## config.mk

```make
export PLATFORM = sky130hd
export DESIGN_NAME = bounded_deque_with_delete
export DESIGN_NICKNAME = d
export VERILOG_FILES = /design/src/sv/bdq_pkg.sv /design/src/sv/bdq_cell.sv /design/src/sv/bdq_ctrl.sv /design/src/sv/bounded_deque_with_delete.sv
export SDC_FILE = /design/constraint.sdc
export NUM_CORES = 1
export LEC_CHECK = 0
export BUFFER_PORTS_ARGS = -buffer_cell sky130_fd_sc_hd__buf_4
export CAP_MARGIN = 0
export CORE_ASPECT_RATIO = 0.9
export CORE_MARGIN = 2
export CORE_UTILIZATION = 40
export DETAILED_ROUTE_END_ITERATION = 10
export HOLD_SLACK_MARGIN = 0.03
export PLACE_DENSITY = 0.66
export SLEW_MARGIN = 30
export SYNTH_ARGS = -nofsm -noshare
export SYNTH_HDL_FRONTEND = slang
export SYNTH_SLANG_ARGS = --single-unit
```

## constraint.sdc

```tcl
create_clock -name i_clk -period 5.88 [get_ports i_clk]
set_input_delay 0 -clock i_clk [delete_from_list [all_inputs] [get_ports i_clk]]
set_output_delay 0 -clock i_clk [all_outputs]
set_load 0.03 [all_outputs]
```

## src/sv/bdq_pkg.sv

```systemverilog
package bdq_pkg;

    // Fixed field widths of the item channels
    localparam int OPCODE_W = 3;
    localparam int ITEM_W   = 16;
    localparam int POS_W    = 4;
    localparam int STATUS_W = 2;
    localparam int OCC_W    = 5;

    // Opcodes
    localparam logic [OPCODE_W-1:0] OP_PUSH_TAIL = 3'd0;
    localparam logic [OPCODE_W-1:0] OP_PUSH_HEAD = 3'd1;
    localparam logic [OPCODE_W-1:0] OP_POP_TAIL  = 3'd2;
    localparam logic [OPCODE_W-1:0] OP_POP_HEAD  = 3'd3;
    localparam logic [OPCODE_W-1:0] OP_DELETE    = 3'd4;
    localparam logic [OPCODE_W-1:0] OP_READ      = 3'd5;
    localparam logic [OPCODE_W-1:0] OP_REVERSE   = 3'd6;
    localparam logic [OPCODE_W-1:0] OP_CLEAR     = 3'd7;

    // Status codes
    localparam logic [STATUS_W-1:0] ST_OK    = 2'd0;
    localparam logic [STATUS_W-1:0] ST_EMPTY = 2'd1;
    localparam logic [STATUS_W-1:0] ST_FULL  = 2'd2;
    localparam logic [STATUS_W-1:0] ST_RANGE = 2'd3;

    typedef struct packed {
        logic [OPCODE_W-1:0] opcode;
        logic [ITEM_W-1:0]   item_value;
        logic [POS_W-1:0]    position;
    } t_in;

    typedef struct packed {
        logic [STATUS_W-1:0] status;
        logic [ITEM_W-1:0]   read_value;
        logic [OCC_W-1:0]    occupancy;
        logic [OCC_W-1:0]    removed_count;
    } t_out;

    // What every cell of the chain does
    typedef enum logic [1:0] {
        C_HOLD,
        C_WRITE,
        C_SHIFT_UP,
        C_ROT
    } t_cell_op;

    typedef struct packed {
        t_cell_op op;
        logic     keep;
    } t_cell_ctl;

endpackage

```

## src/sv/bdq_cell.sv

```systemverilog
module bdq_cell #(
    parameter int DEPTH       = 16,
    parameter int VALUE_WIDTH = 16,
    parameter int IDX         = 0
) (
    input  logic                          i_clk,
    input  bdq_pkg::t_cell_ctl            i_ctl,
    input  logic [$clog2(DEPTH+1)-1:0]    i_count,
    input  logic [VALUE_WIDTH-1:0]        i_din,
    input  logic [VALUE_WIDTH-1:0]        i_head,
    input  logic [VALUE_WIDTH-1:0]        i_below,
    input  logic [VALUE_WIDTH-1:0]        i_above,
    output logic [VALUE_WIDTH-1:0]        o_value
);
    import bdq_pkg::*;

    localparam int CW = $clog2(DEPTH + 1);
    localparam logic [CW-1:0] MY_IDX  = CW'(IDX);
    localparam logic [CW-1:0] MY_IDX1 = CW'(IDX + 1);

    logic [VALUE_WIDTH-1:0] r_value;
    logic [VALUE_WIDTH-1:0] n_value;

    always_comb begin
        n_value = r_value;
        case (i_ctl.op)
            C_WRITE: begin
                if (i_count == MY_IDX) begin
                    n_value = i_din;
                end
            end
            C_SHIFT_UP: begin
                n_value = i_below;
            end
            C_ROT: begin
                // pull from above inside the occupied run; last slot takes the old head if it is kept
                if (MY_IDX1 < i_count) begin
                    n_value = i_above;
                end else if (MY_IDX1 == i_count && i_ctl.keep) begin
                    n_value = i_head;
                end
            end
            default: begin
                n_value = r_value;
            end
        endcase
    end

    always_ff @(posedge i_clk) begin
        r_value <= n_value;
    end

    assign o_value = r_value;

endmodule

```

## src/sv/bdq_ctrl.sv

```systemverilog
module bdq_ctrl #(
    parameter int DEPTH       = 16,
    parameter int VALUE_WIDTH = 16
) (
    input  logic                          i_clk,
    input  logic                          i_rst_n,
    input  logic                          i_in_valid,
    output logic                          o_in_stall,
    input  bdq_pkg::t_in                  i_in_data,
    output logic                          o_out_valid,
    input  logic                          i_out_stall,
    output bdq_pkg::t_out                 o_out_data,
    output bdq_pkg::t_cell_ctl            o_ctl,
    output logic [$clog2(DEPTH+1)-1:0]    o_count,
    output logic [VALUE_WIDTH-1:0]        o_din,
    input  logic [VALUE_WIDTH-1:0]        i_head
);
    import bdq_pkg::*;

    localparam int CW   = $clog2(DEPTH + 1);
    localparam int CMPW = (CW > POS_W) ? CW : POS_W;

    typedef enum logic {
        S_IDLE,
        S_SWEEP
    } t_state;

    typedef enum logic [1:0] {
        K_DEL,
        K_READ,
        K_POP
    } t_kind;

    t_state                 r_state, n_state;
    t_kind                  r_kind, n_kind;
    logic [CW-1:0]          r_count, n_count;
    logic                   r_rev, n_rev;
    logic [CW-1:0]          r_step, n_step;
    logic [CW-1:0]          r_last, n_last;
    logic [CW-1:0]          r_sel, n_sel;
    logic [CW-1:0]          r_n0, n_n0;
    logic [VALUE_WIDTH-1:0] r_val, n_val;
    logic [VALUE_WIDTH-1:0] r_cap, n_cap;
    logic                   r_pend_valid, n_pend_valid;
    t_out                   r_pend, n_pend;
    logic                   r_o_valid, n_o_valid;
    t_out                   r_o, n_o;

    logic                   in_stall;
    logic                   accept;
    logic                   out_free;
    logic                   done;
    logic                   keep_now;
    logic                   cap_now;
    logic                   go_high;
    logic [CW-1:0]          pos_c;
    logic [VALUE_WIDTH-1:0] din;
    t_out                   res;
    t_cell_ctl              ctl;

    assign in_stall = (r_state != S_IDLE) || r_pend_valid;
    assign accept   = i_in_valid && !in_stall;
    assign out_free = !r_o_valid || !i_out_stall;
    assign din      = VALUE_WIDTH'(i_in_data.item_value);
    assign pos_c    = CW'(i_in_data.position);

    always_comb begin
        n_state      = r_state;
        n_kind       = r_kind;
        n_count      = r_count;
        n_rev        = r_rev;
        n_step       = r_step;
        n_last       = r_last;
        n_sel        = r_sel;
        n_n0         = r_n0;
        n_val        = r_val;
        n_cap        = r_cap;
        n_pend_valid = r_pend_valid;
        n_pend       = r_pend;
        n_o_valid    = r_o_valid;
        n_o          = r_o;
        ctl.op       = C_HOLD;
        ctl.keep     = 1'b0;
        done         = 1'b0;
        keep_now     = 1'b0;
        cap_now      = 1'b0;
        go_high      = 1'b0;
        res          = '0;

        // advance the pending result into the output register when it is free
        if (out_free) begin
            n_o_valid    = r_pend_valid;
            n_o          = r_pend;
            n_pend_valid = 1'b0;
        end

        case (r_state)
            S_IDLE: begin
                if (accept) begin
                    done = 1'b1;
                    case (i_in_data.opcode)
                        OP_PUSH_TAIL, OP_PUSH_HEAD: begin
                            if (r_count == CW'(DEPTH)) begin
                                res.status = ST_FULL;
                            end else begin
                                go_high = (i_in_data.opcode == OP_PUSH_TAIL) != r_rev;
                                ctl.op  = go_high ? C_WRITE : C_SHIFT_UP;
                                n_count = r_count + 1'b1;
                            end
                        end
                        OP_POP_TAIL, OP_POP_HEAD: begin
                            if (r_count == '0) begin
                                res.status = ST_EMPTY;
                            end else if ((i_in_data.opcode == OP_POP_HEAD) != r_rev) begin
                                // low end: drop cell zero, shift the rest down
                                ctl.op         = C_ROT;
                                ctl.keep       = 1'b0;
                                res.read_value = ITEM_W'(i_head);
                                n_count        = r_count - 1'b1;
                            end else begin
                                done    = 1'b0;
                                n_state = S_SWEEP;
                                n_kind  = K_POP;
                                n_step  = '0;
                                n_last  = r_count - 1'b1;
                                n_n0    = r_count;
                            end
                        end
                        OP_DELETE: begin
                            if (r_count != '0) begin
                                done    = 1'b0;
                                n_state = S_SWEEP;
                                n_kind  = K_DEL;
                                n_step  = '0;
                                n_last  = r_count - 1'b1;
                                n_n0    = r_count;
                                n_val   = din;
                            end
                        end
                        OP_READ: begin
                            if (CMPW'(i_in_data.position) >= CMPW'(r_count)) begin
                                res.status = ST_RANGE;
                            end else begin
                                done    = 1'b0;
                                n_state = S_SWEEP;
                                n_kind  = K_READ;
                                n_step  = '0;
                                n_last  = r_count - 1'b1;
                                n_n0    = r_count;
                                n_sel   = r_rev ? (r_count - 1'b1 - pos_c) : pos_c;
                            end
                        end
                        OP_REVERSE: begin
                            n_rev = !r_rev;
                        end
                        OP_CLEAR: begin
                            n_count = '0;
                            n_rev   = 1'b0;
                        end
                        default: begin
                            n_count = r_count;
                        end
                    endcase
                end
            end
            S_SWEEP: begin
                // rotate the occupied run one slot per cycle, dropping entries as needed
                ctl.op = C_ROT;
                case (r_kind)
                    K_DEL:   keep_now = (i_head != r_val);
                    K_READ:  keep_now = 1'b1;
                    default: keep_now = (r_step != r_last);
                endcase
                ctl.keep = keep_now;
                if (!keep_now) begin
                    n_count = r_count - 1'b1;
                end
                cap_now = ((r_kind == K_READ) && (r_step == r_sel)) ||
                          ((r_kind == K_POP) && (r_step == r_last));
                if (cap_now) begin
                    n_cap = i_head;
                end
                if (r_step == r_last) begin
                    n_state = S_IDLE;
                    done    = 1'b1;
                    if (r_kind == K_DEL) begin
                        res.removed_count = OCC_W'(r_n0 - n_count);
                    end else begin
                        res.read_value = ITEM_W'(cap_now ? i_head : r_cap);
                    end
                end else begin
                    n_step = r_step + 1'b1;
                end
            end
            default: begin
                n_state = S_IDLE;
            end
        endcase

        if (done) begin
            res.occupancy = OCC_W'(n_count);
            n_pend_valid  = 1'b1;
            n_pend        = res;
        end
    end

    always_ff @(posedge i_clk) begin
        if (!i_rst_n) begin
            r_state      <= S_IDLE;
            r_count      <= '0;
            r_rev        <= 1'b0;
            r_pend_valid <= 1'b0;
            r_o_valid    <= 1'b0;
        end else begin
            r_state      <= n_state;
            r_count      <= n_count;
            r_rev        <= n_rev;
            r_pend_valid <= n_pend_valid;
            r_o_valid    <= n_o_valid;
        end
        r_kind <= n_kind;
        r_step <= n_step;
        r_last <= n_last;
        r_sel  <= n_sel;
        r_n0   <= n_n0;
        r_val  <= n_val;
        r_cap  <= n_cap;
        r_pend <= n_pend;
        r_o    <= n_o;
    end

    assign o_in_stall  = in_stall;
    assign o_out_valid = r_o_valid;
    assign o_out_data  = r_o;
    assign o_ctl       = ctl;
    assign o_count     = r_count;
    assign o_din       = din;

endmodule

```

## src/sv/bounded_deque_with_delete.sv

```systemverilog
// Bounded double-ended queue with delete by value.
// Input channel: i_in_valid / o_in_stall carry one opcode item (push tail, push head,
// pop tail, pop head, delete value, read position, reverse, clear). Output channel:
// o_out_valid / i_out_stall carry exactly one result item per input item: status, value
// read or popped, occupancy after the operation and count removed by a delete.
// Entries sit in a row of DEPTH cells in stored order; a flag says which end is the head.
// Push, push-front, pop at the low stored end, reverse, clear, delete on an empty queue
// and every error take one step. Delete, read and pop at the high stored end rotate the
// whole occupied run through the cells, one slot per cycle, while the input is stalled,
// before the result is formed.
// A finished result waits in a holding register while the output is stalled; an output
// register separates it from the port. A new item is accepted once the holding register
// has drained, even while the output register still waits to be taken.
// Reset (synchronous, active low) empties the queue, clears the reverse flag and drops
// any result not yet taken. Cell contents are not cleared.
module bounded_deque_with_delete #(
    parameter int DEPTH       = 16,
    parameter int VALUE_WIDTH = 16
) (
    input  logic           i_clk,
    input  logic           i_rst_n,
    input  logic           i_in_valid,
    output logic           o_in_stall,
    input  bdq_pkg::t_in   i_in_data,
    output logic           o_out_valid,
    input  logic           i_out_stall,
    output bdq_pkg::t_out  o_out_data
);
    import bdq_pkg::*;

    localparam int CW = $clog2(DEPTH + 1);

    t_cell_ctl              w_ctl;
    logic [CW-1:0]          w_count;
    logic [VALUE_WIDTH-1:0] w_din;
    logic [VALUE_WIDTH-1:0] w_val [DEPTH];

    // Sequencer: decodes items, drives the cell row, holds the result registers
    bdq_ctrl #(
        .DEPTH       (DEPTH),
        .VALUE_WIDTH (VALUE_WIDTH)
    ) u_ctrl (
        .i_clk       (i_clk),
        .i_rst_n     (i_rst_n),
        .i_in_valid  (i_in_valid),
        .o_in_stall  (o_in_stall),
        .i_in_data   (i_in_data),
        .o_out_valid (o_out_valid),
        .i_out_stall (i_out_stall),
        .o_out_data  (o_out_data),
        .o_ctl       (w_ctl),
        .o_count     (w_count),
        .o_din       (w_din),
        .i_head      (w_val[0])
    );

    // Cell row: cell zero is the low stored end; each cell sees both neighbors,
    // the new value and the current cell-zero value for rotation
    for (genvar gi = 0; gi < DEPTH; gi++) begin : g_cell
        logic [VALUE_WIDTH-1:0] w_below;
        logic [VALUE_WIDTH-1:0] w_above;

        if (gi == 0) begin : g_first
            assign w_below = w_din;
        end else begin : g_mid_lo
            assign w_below = w_val[gi-1];
        end

        if (gi == DEPTH - 1) begin : g_last
            assign w_above = w_val[0];
        end else begin : g_mid_hi
            assign w_above = w_val[gi+1];
        end

        bdq_cell #(
            .DEPTH       (DEPTH),
            .VALUE_WIDTH (VALUE_WIDTH),
            .IDX         (gi)
        ) u_cell (
            .i_clk   (i_clk),
            .i_ctl   (w_ctl),
            .i_count (w_count),
            .i_din   (w_din),
            .i_head  (w_val[0]),
            .i_below (w_below),
            .i_above (w_above),
            .o_value (w_val[gi])
        );
    end

`ifndef SYNTH
    // occupancy never passes the number of cells
    a_count_bound: assert property (@(posedge i_clk) disable iff (!i_rst_n)
        w_count <= CW'(DEPTH))
        else $error("occupancy exceeds depth");

    // a push never lands on a full row
    a_push_not_full: assert property (@(posedge i_clk) disable iff (!i_rst_n)
        (w_ctl.op == C_WRITE || w_ctl.op == C_SHIFT_UP) |-> w_count < CW'(DEPTH))
        else $error("push issued on full row");

    // rotation only over a non-empty run
    a_rot_nonempty: assert property (@(posedge i_clk) disable iff (!i_rst_n)
        (w_ctl.op == C_ROT) |-> w_count != '0)
        else $error("rotation on empty row");

    // a clear empties the queue at once
    a_clear_empties: assert property (@(posedge i_clk) disable iff (!i_rst_n)
        (i_in_valid && !o_in_stall && i_in_data.opcode == OP_CLEAR) |=> w_count == '0)
        else $error("clear left entries behind");
`endif

endmodule
```

==> impl_metrics.tcl <==
set metrics [dict create \
    status "finished clean" \
    die_y_um 215 \
    hold_ws_ns 0.216 \
    ys_ff_latch 375 \
    cp-end-kind "flop" \
    routabilityCongestion 0.920 \
    core.rowCount 77 \
    antenna_found_initial 0 \
    clock.fmax_mhz 246 \
    antenna_cells 0 \
    vias 14700 \
    start_util 0.403 \
    cts_tree "yes" \
    clk_root_buffer_cell "clkbuf_16" \
    dieArea_um2 51100 \
    grt_first_pass_wirelength_mm 87.8 \
    switching_share 0.257 \
    clk_pin_slew_ns 0.06 \
    ys.flop_type "edfxtp_1" \
    coreArea_um2 48900 \
    clock_power_share 0.381 \
    maxSlewViolCount 0 \
    hold_buffers 29 \
    syn_area_um2 19700 \
    combPwrFrac 0.124 \
    fillers 4438 \
    fin_skew_ns 0.0161 \
    period_minus_slack_ns 4.07 \
    drtPass1Iterations 5 \
    syn_area_per_cell_um2 11.4 \
    postSynthCellCount 1723 \
    crit_path_max_fanout 27 \
    hold_path_class "in -> reg" \
    p_int_mw 4.94 \
    routed_via_density 6.17 \
    ys_warn_count 0 \
    power_mw 6.64 \
    grt_max_degree 190 \
    async_flop_share 0 \
    synth_top_area_frac 0.557 \
    path_class "reg -> reg" \
    hold_viol_final 0 \
    power_density_nw_per_um2 298 \
    switchingPower_mw 1.71 \
    yosysUniqueCellTypes 72 \
    seqPwrFrac 0.496 \
    wirelength_mm 57.4 \
    slew_headroom 0.315 \
    htreeDepth 2 \
    synthTopCellsByArea "edfxtp_1 56%, mux2i_1 7.9%, nand2_1 6.5%" \
    power_leakage_nw 8.09 \
    cts-resized-gates 0 \
    drtIter0Drc 2033 \
    cts_made_buffers 39 \
    clk_path_buf_depth 3 \
    cp.arrival_ns 4.23 \
    synthesis.nets 1770 \
    synth_largest_area_cell "edfxtp_1" \
    cap_violations 0 \
    ios 57 \
    yosysMostFrequentCell "edfxtp_1" \
    synth_edf_count 366 \
    seq_area_frac_synth 0.567 \
    antenna_left 0 \
    worst_ep_required_time_ns 6.04 \
    grt_setup_unrepaired "no" \
    setup_tns_ns 0 \
    cts_setup_buffers 0 \
    startpoint_type "flop" \
    post-route-drc-count 0 \
    vdd_drop_max_uv 243 \
    grtUsageTotal 0.221 \
    io_buffers 56 \
    setup_viol 0 \
    overflow 0 \
    layout-drive-gt1-share 0.141 \
    grt_pass1_vias 14035 \
    finalCritPeriodShare 0.692 \
    worst_slew_pin_slew_ns 1.03 \
    fin_nets 1767 \
    cts_sinks 375 \
    synth_common_cells "366 x edfxtp_1, 341 x nand2_1, 158 x o211ai_1" \
    hpwl_mm 37.2 \
    area_growth_syn_to_layout_pct 12.9 \
    die_w_um 238 \
    post_drt_wl_per_cell_um 24.1 \
    insertion_delay_ns 0.54 \
]
==> cells in the final DEF (no fill, tap or decap), types with 16 or more instances in the layout <==
cell type,netlist,final
edfxtp_1,366,366
nand2_1,341,340
o211ai_1,158,158
mux2i_1,156,156
buf_4,4,82
nor2_1,79,77
a21oi_1,54,50
clkbuf_16,0,41
mux2_2,40,40
xnor2_1,31,31
a22oi_1,30,30
dlygate4sd3_1,0,29
o22ai_1,28,28
nand3_1,25,24
ha_1,18,18
inv_1,17,17
a22o_1,17,17
o21ai_0,17,16
==> cell families (layout without fill, tap and decap cells) <==
group           count (synthesis)  in the layout  synth area share
simple gates                  517            517             0.113
buf+inv                       175            201            0.0415
mux                           196            196             0.102
xor+xnor                       45             45            0.0204
compound gates                395            395             0.143
flops                         375            375             0.567
fa+ha+maj                      20             20            0.0135
==> worst max-delay path, stage by stage, from the launching register on <==
cell	delay (ns)
dfxtp_1	0.65
inv_1	0.25
ha_1	0.34
and4bb_2	0.29
nand2b_1	0.34
o21ai_2	0.28
a21o_2	0.65
a31oi_1	0.11
a31oi_2	0.77
==> area by class of cell <==
type	count	area, um2	share of cell area
flip-flops and latches	375	11200	0.502
multi-input cells	1173	8010	0.360
clock buffers	51	1060	0.0478
repair buffers	114	948	0.0426
well taps	632	791	0.0355
clock inverters	19	213	0.00955
inverters	17	63.8	0.00287
==> routing by layer <==
metal  wire, um  GRT usage  up-vias  part of all wire
met5          0          0        -                 0
met4       1410     0.0565        0             0.025
met3       6360     0.0424      103              0.11
met2      23600      0.312      886              0.41
met1      26000      0.344     7255              0.45
li1           -          -     6456                 -
==> power groups by stage <==
stage / Sequential (mW) / Combinational (mW) / Clock [mW]
after floorplan: 3.33 / 0.502 / 0
after global placement: 3.34 / 0.760 / 0
after detailed placement: 3.34 / 0.785 / 0
after CTS: 3.29 / 0.802 / 2.56
after global routing: 3.31 / 0.878 / 2.64
final: 3.29 / 0.820 / 2.53
==> flip-flops by register name, summed over array words and instances, names as in the netlist <==
signal	cells
u_ctrl.r_rev	1
u_ctrl.r_step	5
u_ctrl.r_cap	16
u_ctrl.r_kind	2
u_ctrl.r_last	5
u_ctrl.r_n0	5
u_ctrl.r_sel	5
u_ctrl.o_count	5
u_ctrl.o_out_data	28
u_ctrl.r_pend_valid	1
u_ctrl.r_pend	28
u_ctrl.r_state	1
u_ctrl.o_out_valid	1
u_ctrl.r_val	16
g_cell.u_cell.o_value	256
==> final timing paths <==
check,cells after the start,slack [ns],start,endpoint
setup / recovery,8,1.81,u_ctrl.o_count[0],g_cell[11].u_cell.o_value[15]
hold / removal,2,0.22,i_in_data[18],u_ctrl.r_val[14]
hold reg to reg,0,0.41,u_ctrl.r_pend[15],u_ctrl.o_out_data[15]
setup reg to reg,8,1.81,u_ctrl.o_count[0],g_cell[11].u_cell.o_value[15]
==> stage by stage <==
| stage | cells | area (um2) | worst slack [ns] | utilization |
|---|---|---|---|---|
| after floorplan | 1723 | 19700 | 1.62 | - |
| after global placement | 2281 | 20500 | 1.39 | 0.420 |
| after detailed placement | 2282 | 20700 | 1.79 | 0.422 |
| after CTS | 2381 | 22200 | 1.78 | 0.454 |
| after global routing | 2381 | 22300 | 1.60 | 0.455 |
| final | 2381 | 22300 | 1.81 | 0.455 |
Power figures use the tool's default switching activity.
